File: src/rtl/vgbl_pkg.sv
`timescale 1ns / 1ps
// ----------------------------------------------------------------------------
// vgbl_pkg
// shared sizes, codes and sequencer states of the volatility grid lookup
// ----------------------------------------------------------------------------
package vgbl_pkg;

  localparam int MAX_STRIKES  = 32;
  localparam int MAX_EXPIRIES = 16;
  localparam int SIDX_W       = $clog2(MAX_STRIKES);
  localparam int EIDX_W       = $clog2(MAX_EXPIRIES);
  localparam int SCNT_W       = $clog2(MAX_STRIKES + 1);
  localparam int ECNT_W       = $clog2(MAX_EXPIRIES + 1);
  localparam int GADDR_W      = SIDX_W + EIDX_W;
  localparam int GRID_DEPTH   = MAX_STRIKES * MAX_EXPIRIES;
  localparam int SCAN_N       = (MAX_STRIKES > MAX_EXPIRIES) ? MAX_STRIKES : MAX_EXPIRIES;
  localparam int IW           = $clog2(SCAN_N + 1);

  localparam int VOL_W  = 32;
  localparam int PROD_W = 2 * VOL_W;
  localparam int ACC_W  = 100;
  localparam int DCNT_W = $clog2(ACC_W);

  localparam logic [VOL_W-1:0] DEFAULT_VOL_RST = 32'd13107;

  localparam logic MODE_QUERY  = 1'b0;
  localparam logic MODE_UPDATE = 1'b1;

  localparam logic [1:0] STAT_OK    = 2'd0;
  localparam logic [1:0] STAT_EMPTY = 2'd1;
  localparam logic [1:0] STAT_FULL  = 2'd2;

  localparam logic [2:0] REG_DEFAULT_VOL = 3'd0;

  typedef enum logic [4:0] {
    S_IDLE,
    S_SCAN,
    S_DECIDE,
    S_FETCH,
    S_DIFF,
    S_WMUL,
    S_TERM,
    S_DIVST,
    S_DIVWAIT,
    S_SAX,
    S_SGRID,
    S_SZERO,
    S_ECHK,
    S_EAX,
    S_EGRID,
    S_EZERO,
    S_WRITE,
    S_DONE
  } state_t;

  function automatic logic [GADDR_W-1:0] gaddr(input logic [SIDX_W-1:0] row,
                                               input logic [EIDX_W-1:0] col);
    gaddr = {row, col};
  endfunction

endpackage

File: src/rtl/vgbl_div.sv
`timescale 1ns / 1ps
// ----------------------------------------------------------------------------
// vgbl_div
// restoring divider, one quotient bit a cycle, quotient saturated to 32 bits
// ----------------------------------------------------------------------------
module vgbl_div (
  input  logic                          clk,
  input  logic                          rst_n,
  input  logic                          start,
  input  logic [vgbl_pkg::ACC_W-1:0]    num,
  input  logic [vgbl_pkg::PROD_W-1:0]   den,
  output logic                          done,
  output logic [vgbl_pkg::VOL_W-1:0]    quo
);

  logic [vgbl_pkg::ACC_W-1:0]  num_r, num_nxt;
  logic [vgbl_pkg::PROD_W-1:0] rem_r, rem_nxt;
  logic [vgbl_pkg::DCNT_W-1:0] cnt_r, cnt_nxt;
  logic [vgbl_pkg::VOL_W-1:0]  q_r, q_nxt;
  logic                        over_r, over_nxt;
  logic                        busy_r, busy_nxt;
  logic                        done_r, done_nxt;
  logic [vgbl_pkg::PROD_W:0]   r2;
  logic                        ge;

  assign r2 = {rem_r, num_r[vgbl_pkg::ACC_W-1]};
  assign ge = (r2 >= {1'b0, den});

  always_comb begin
    num_nxt  = num_r;
    rem_nxt  = rem_r;
    cnt_nxt  = cnt_r;
    q_nxt    = q_r;
    over_nxt = over_r;
    busy_nxt = busy_r;
    done_nxt = 1'b0;
    if (start) begin
      num_nxt  = num;
      rem_nxt  = '0;
      cnt_nxt  = vgbl_pkg::DCNT_W'(vgbl_pkg::ACC_W - 1);
      q_nxt    = '0;
      over_nxt = 1'b0;
      busy_nxt = 1'b1;
    end else if (busy_r) begin
      rem_nxt = ge ? vgbl_pkg::PROD_W'(r2 - {1'b0, den}) : r2[vgbl_pkg::PROD_W-1:0];
      num_nxt = num_r << 1;
      q_nxt   = {q_r[vgbl_pkg::VOL_W-2:0], ge};
      // a quotient bit above bit 31 means the result does not fit
      if (ge && (cnt_r >= vgbl_pkg::DCNT_W'(vgbl_pkg::VOL_W))) begin
        over_nxt = 1'b1;
      end
      cnt_nxt = cnt_r - 1'b1;
      if (cnt_r == '0) begin
        busy_nxt = 1'b0;
        done_nxt = 1'b1;
      end
    end
  end

  always_ff @(posedge clk) begin
    if (!rst_n) begin
      busy_r <= 1'b0;
      done_r <= 1'b0;
    end else begin
      busy_r <= busy_nxt;
      done_r <= done_nxt;
    end
    num_r  <= num_nxt;
    rem_r  <= rem_nxt;
    cnt_r  <= cnt_nxt;
    q_r    <= q_nxt;
    over_r <= over_nxt;
  end

  assign done = done_r;
  assign quo  = over_r ? '1 : q_r;

endmodule

File: config.mk
export PLATFORM = sky130hd
export DESIGN_NAME = vgbl_div
export DESIGN_NICKNAME = d
export VERILOG_FILES = /design/src/rtl/vgbl_pkg.sv /design/src/rtl/vgbl_div.sv
export SDC_FILE = /design/constraint.sdc
export NUM_CORES = 1
export LEC_CHECK = 0
export BUFFER_PORTS_ARGS = -buffer_cell sky130_fd_sc_hd__buf_2
export CAP_MARGIN = 20
export CORE_MARGIN = 2
export CORE_UTILIZATION = 55
export DETAILED_ROUTE_END_ITERATION = 10
export GPL_ROUTABILITY_DRIVEN = 0
export PLACE_DENSITY_LB_ADDON = 0.3
export SLEW_MARGIN = 20
export SYNTH_ARGS = -nofsm -noshare
export SYNTH_HDL_FRONTEND = slang
export SYNTH_SLANG_ARGS = --single-unit
File: constraint.sdc
create_clock -name clk -period 6 [get_ports clk]
set_input_delay 0 -clock clk [delete_from_list [all_inputs] [get_ports clk]]
set_output_delay 0 -clock clk [all_outputs]
set_load 0.01 [all_outputs]
# After elaboration in Yosys (flattened, before gate mapping)
# Cells that the tools add are included.
dict set report classes {
  n_mux 8
  order_cmp 2
  n_addsub 2
  reduce_logical 5
  bitwise_logic 2
}
# operator count
set ops {}
lappend ops {{two-way mux 100 bit} 2}
lappend ops {{greater-or-equal comparator 65 x 64 -> 1 bit} 1}
lappend ops {{two-way mux 64 bit} 1}
lappend ops {{subtractor 64 bit} 1}
lappend ops {{two-way mux 32 bit} 1}
lappend ops {{greater-or-equal comparator 7 x 6 -> 1 bit, second input constant} 1}
lappend ops {{zero test 7 bit} 1}
lappend ops {{subtractor 7 x 1 -> 7 bit, second input constant} 1}
lappend ops {{two-way mux 1 bit} 4}
lappend ops {{OR reduction 3 bit} 1}
lappend ops {{NOT 1 bit} 2}
lappend ops {{AND reduction 2 bit} 1}
lappend ops {{nonzero test 2 bit} 1}
lappend ops {{logical AND 1 bit} 1}
dict set report word_totals {
  out_inout_bits 33
  register_bits 206
  word_cells 26
}

# Depth between registers and ports, before layout
dict set report depth {
  word_depth 4
  ltp_mapped 15
}

# Worst setup path after synthesis
# Ideal clock, no wire load.
dict set report synth_timing {
  path_kind {register to register}
  from {register busy_r}
  to {register num_r[0] (netlist name) (enable)}
  setup_ps 453
  arrival_ps 2615
  path_buffers 1
  synth_period_minus_slack_ps 3068
  path_slack_ps 2932
  stages_incl_launch_ff 4
  cell_sequence {dfxtp_1 > nor2_1 > clkbuf_1 > inv_1}
}
dict set report synth_via {
  elab_chain_cells 1
}
# element line
set synth_lines {}
lappend synth_lines {{start, declared} vgbl_div.sv:21} ;# logic busy_r, busy_nxt;
lappend synth_lines {{start signal, assigned} vgbl_div.sv:65} ;# busy_r <= busy_nxt;
lappend synth_lines {{nonzero test 2 bit (no line)} -}
lappend synth_lines {{end signal, assigned} vgbl_div.sv:68} ;# num_r <= num_nxt;
lappend synth_lines {{end, declared} vgbl_div.sv:16} ;# logic [vgbl_pkg::ACC_W-1:0] num_r, num_nxt;
# Every way passes these cells.
# A chain may end at the register's enable or synchronous reset.

# Worst setup path after layout
dict set report layout_timing {
  from {register rem_r[32] (netlist name)}
  to {register rem_r[33] (netlist name)}
}
dict set report layout_via {
  elab_chain_cells 2
}
# element line
set layout_lines {}
lappend layout_lines {{start, declared} vgbl_div.sv:17} ;# logic [vgbl_pkg::PROD_W-1:0] rem_r, rem_nxt;
lappend layout_lines {{start signal, assigned} vgbl_div.sv:69} ;# rem_r <= rem_nxt;
lappend layout_lines {{subtractor 64 bit / greater-or-equal comparator 65 x 64 -> 1 bit (equally long branches)} {vgbl_div.sv:45, vgbl_div.sv:27}}
lappend layout_lines {{two-way mux 64 bit *} vgbl_div.sv:45} ;# rem_nxt = ge ? vgbl_pkg::PROD_W'(r2 - {1'b0, den}) : r2[vgbl_pkg::PROD_W-1:0];
# Every way passes the cells marked *; elsewhere a longest branch is shown, timed or not.

==> summary.md <==
| Metric | Value |
|---|---|
| Row count | `56` |
| First-pass GRT wire length | `56120 µm` |
| Worst path max stage delay | `about 0.50 ns` |
| IO Pins | `200` |
| Unrepaired setup endpoints after global routing | `false` |
| DPL Wire Length | `23000 µm` |
| Clk_lat worst skew | `0.53 ns` |
| Slowest-stage cell, CP | `ha_1` |
| Commonest non-fill, non-tap cell in the layout | `buf_2` |
| RR Startpoint | `rem_r[32]` |
| Port buffer count | `199` |
| Largest net degree at the start of global routing | `89` |
| Switching share of power | `0.2816` |
| WP buf/inv | `1` |
| P per Cell Area | `between 200 and 300 nW/µm²` |
| Starting Density | `0.5568` |
| Leak Pwr | `6.854 nW` |
| Synthesized area | `12990 µm²` |
| Max clock buf depth | `3` |
| Top fanout value on the critical path | `40` |
| # setup viols final | `0` |
| Die H | `157.7 µm` |
| Final setup TNS | `0 ns` |
| Core area | `23330 µm²` |
| Synth Warn # | `0` |
| Sink Count | `between 200 and 250` |
| Synth Net Count | `1645` |
| Fmax | `265.2 MHz` |
| Tmin final | `~3.8 ns` |
| Worst-case register-to-register setup slack | `2.23 ns` |
| Drt pass-1 iters | `5` |
| Hold Crit Endpoint | `rem_r[63]` |
| Post-synthesis sequential area ratio | `0.3945` |
| Slew @ Worst Pin | `1.008 ns` |
| Type of origin of the critical path | `flip-flop` |
| Nets | `1892` |
| Worst EP arrival | `~4.2 ns` |
| Worst EP required | `6.43 ns` |
| Final Cycle Share | `0.6286` |
| Worst r2r path cells | `10` |
| Die width | `157.7 µm` |
| Cell variety after synth | `slightly below 80` |
| Power share of the combinational group | `0.205` |
| Most frequent cells in the layout | `198 x buf_2, 142 x nand2_1, 122 x nor2_1, 105 x dfxtp_1, 104 x dlygate4sd3_1` |
| Post-synth EDFFs | `100` |
| Clock power frac | `0.381` |
| Initial antenna violation count | `3` |
| CTS buffer count | `24` |
| Area growth, synth to finish | `22.76%` |
| Post-place setup slack | `2.230 ns` |
| DRT iter0 DRCs | `844` |
| Global Route Usage Sum | `0.2803` |
| Number of synthesized register bits | `206` |
| Final wirelength | `between 30000 and 40000 µm` |
| Fraction of registers with async set/reset | `0` |
| Vias in the first global route | `11140` |
| Final core utilization | `0.6835` |
| Slew HR | `0.3280` |
| Clock slew at reported path FFs | `approximately 0.060 ns` |
| Flop pwr share | `0.414` |
| Max cap viols | `0` |
| DRC errors left | `0` |
| Syn avg cell area | `9.207 µm²` |
| Post-Place Cells | `1847` |
| Die area | `24870 µm²` |
| Status | `finished clean` |
| Fin. Hold Viols | `0` |
| Share of cells above drive strength 1 | `0.2363` |
| Top_reg_cell synth | `dfxtp_1` |
| Cell Chain, Critical Path | `ha_1 -> nand2_1 -> nor4_2 -> nand3_1 -> a2111oi_4 -> o2111ai_2 -> nand2_2 -> buf_4 -> o2111ai_1 -> a311oi_1` |
| CTS tree | `yes` |
| Antenna-violating nets left | `0` |
| Syn Inst Count | `roughly 1400` |
| Vias post-DR | `11640` |
| Hold Startpoint | `den[63]` |
| Wire length per cell | `17.77 µm` |
| Via density | `5.826` |
| Pint | `2.886 mW` |
| Global route total overflow | `0` |
| Final Slew Violations | `0` |
| Worst hold path class | `in -> reg` |
| H-tree levels | `1` |
| Kind of critical path | `reg -> reg` |
| Crit path capture type | `flip-flop` |
| Clk_skew | `0.01931 ns` |
| Root Buffer | `clkbuf_16` |
| R2R Path End | `rem_r[33]` |
| Sw Pwr | `between 1 and 1.5 mW` |
| VDD IR max | `0.2619 mV` |
| Hold path depth | `5` |
| Top Family by Delay on Critical Path | `compound AO/OA/AOI/OAI gates` |
| Worst setup margin | `2.229 ns` |
| Layout Cells excl Fill | `~2000` |
| Fillers | `between 1500 and 2000` |
-- layer usage --
layer,routed length [µm],global-route usage
met1,15000,0.3722
met2,16970,0.4669
met3,2574,0.04708
met4,960,0.08961
met5,0,0
-- worst max-delay path by stage --
| stage | cells past startpoint | start | endpoint |
|---|---|---|---|
| 2_1_floorplan | 3 | busy_r | num_r[0] |
| 3_3_place_gp | 10 | rem_r[32] | rem_r[33] |
| 3_5_place_dp | 10 | rem_r[32] | rem_r[33] |
| 4_1_cts | 10 | rem_r[32] | rem_r[33] |
| 5_1_grt | 10 | rem_r[32] | rem_r[33] |
| 6_report | 10 | rem_r[32] | rem_r[33] |
-- area by class of cell --
class / instances / area (µm²) / share of cell area
multi-input combinational: 1020 / 7134 / 0.4474
sequential: 206 / 5129 / 0.3216
timing repair buffer: 310 / 2096 / 0.1314
clock buffer: 35 / 680.7 / 0.04268
tap: 319 / 399.1 / 0.02503
inverter: 96 / 362.8 / 0.02275
clock inverter: 9 / 138.9 / 0.008709
antenna: 3 / 7.507 / 0.0004707
-- cell usage after synthesis, types with 16 or more instances --
cell / instances / share of area
a21o_1: 22 / 0.013
a21oi_1: 92 / 0.035
a311oi_1: 40 / 0.027
clkbuf_1: 71 / 0.021
dfxtp_1: 106 / 0.16
edfxtp_1: 100 / 0.23
ha_1: 66 / 0.064
inv_1: 96 / 0.028
mux2_2: 99 / 0.086
mux2i_1: 39 / 0.030
nand2_1: 143 / 0.041
nand3_1: 18 / 0.0069
nand4_1: 30 / 0.014
nor2_1: 122 / 0.035
nor3_1: 17 / 0.0065
o21ai_0: 64 / 0.025
o21bai_1: 16 / 0.0092
or2_2: 36 / 0.017
xnor2_1: 34 / 0.023
xor2_1: 19 / 0.013
-- cells by family after synthesis --
family / share of synthesized area
AOI/OAI and AO/OA: 0.1773
xor gates and xnor gates: 0.03573
adders and majority gates: 0.06511
buffers and inverters: 0.05654
DFF: 0.3945
muxes: 0.1159
and+or+nand+nor: 0.1550
-- worst min-delay path, cell delays in order --
cell and delay, ns:
buf_2 0.10, inv_1 0.05, ha_1 0.17, xnor2_1 0.12
o21ai_0 0.07
-- metrics by stage --
stage	instance area (µm²)	hold slack (ns)	total power [mW]
2_1_floorplan	12990	0.1357	2.231
3_3_place_gp	14080	0.2412	2.412
3_5_place_dp	14080	0.2527	2.429
4_1_cts	15940	0.01258	4.001
5_1_grt	15940	0.06133	4.187
6_report	15950	0.04168	4.018
-- state kept, by name (all words and copies together) (netlist names) --
name and flops:
num_r 100, busy_r 1, over_r 1, done 1
cnt_r 7, rem_r 64, q_r 32
-- what timing repair did --
action	CTS	global route
hold buffers	104	0
resized for setup	0	0
buffers inserted	0	0
endpoints found under the hold margin	127	0
-- power groups by stage --
| stage | Sequential, mW | Clock (mW) | Combinational (mW) |
|---|---|---|---|
| after floorplan | 1.66 | 0 | 0.571 |
| after global placement | 1.68 | 0 | 0.731 |
| after detailed placement | 1.68 | 0 | 0.745 |
| after CTS | 1.66 | 1.54 | 0.802 |
| after global routing | 1.67 | 1.61 | 0.902 |
| final | 1.66 | 1.53 | 0.822 |
(Power assumes the default switching activity.)
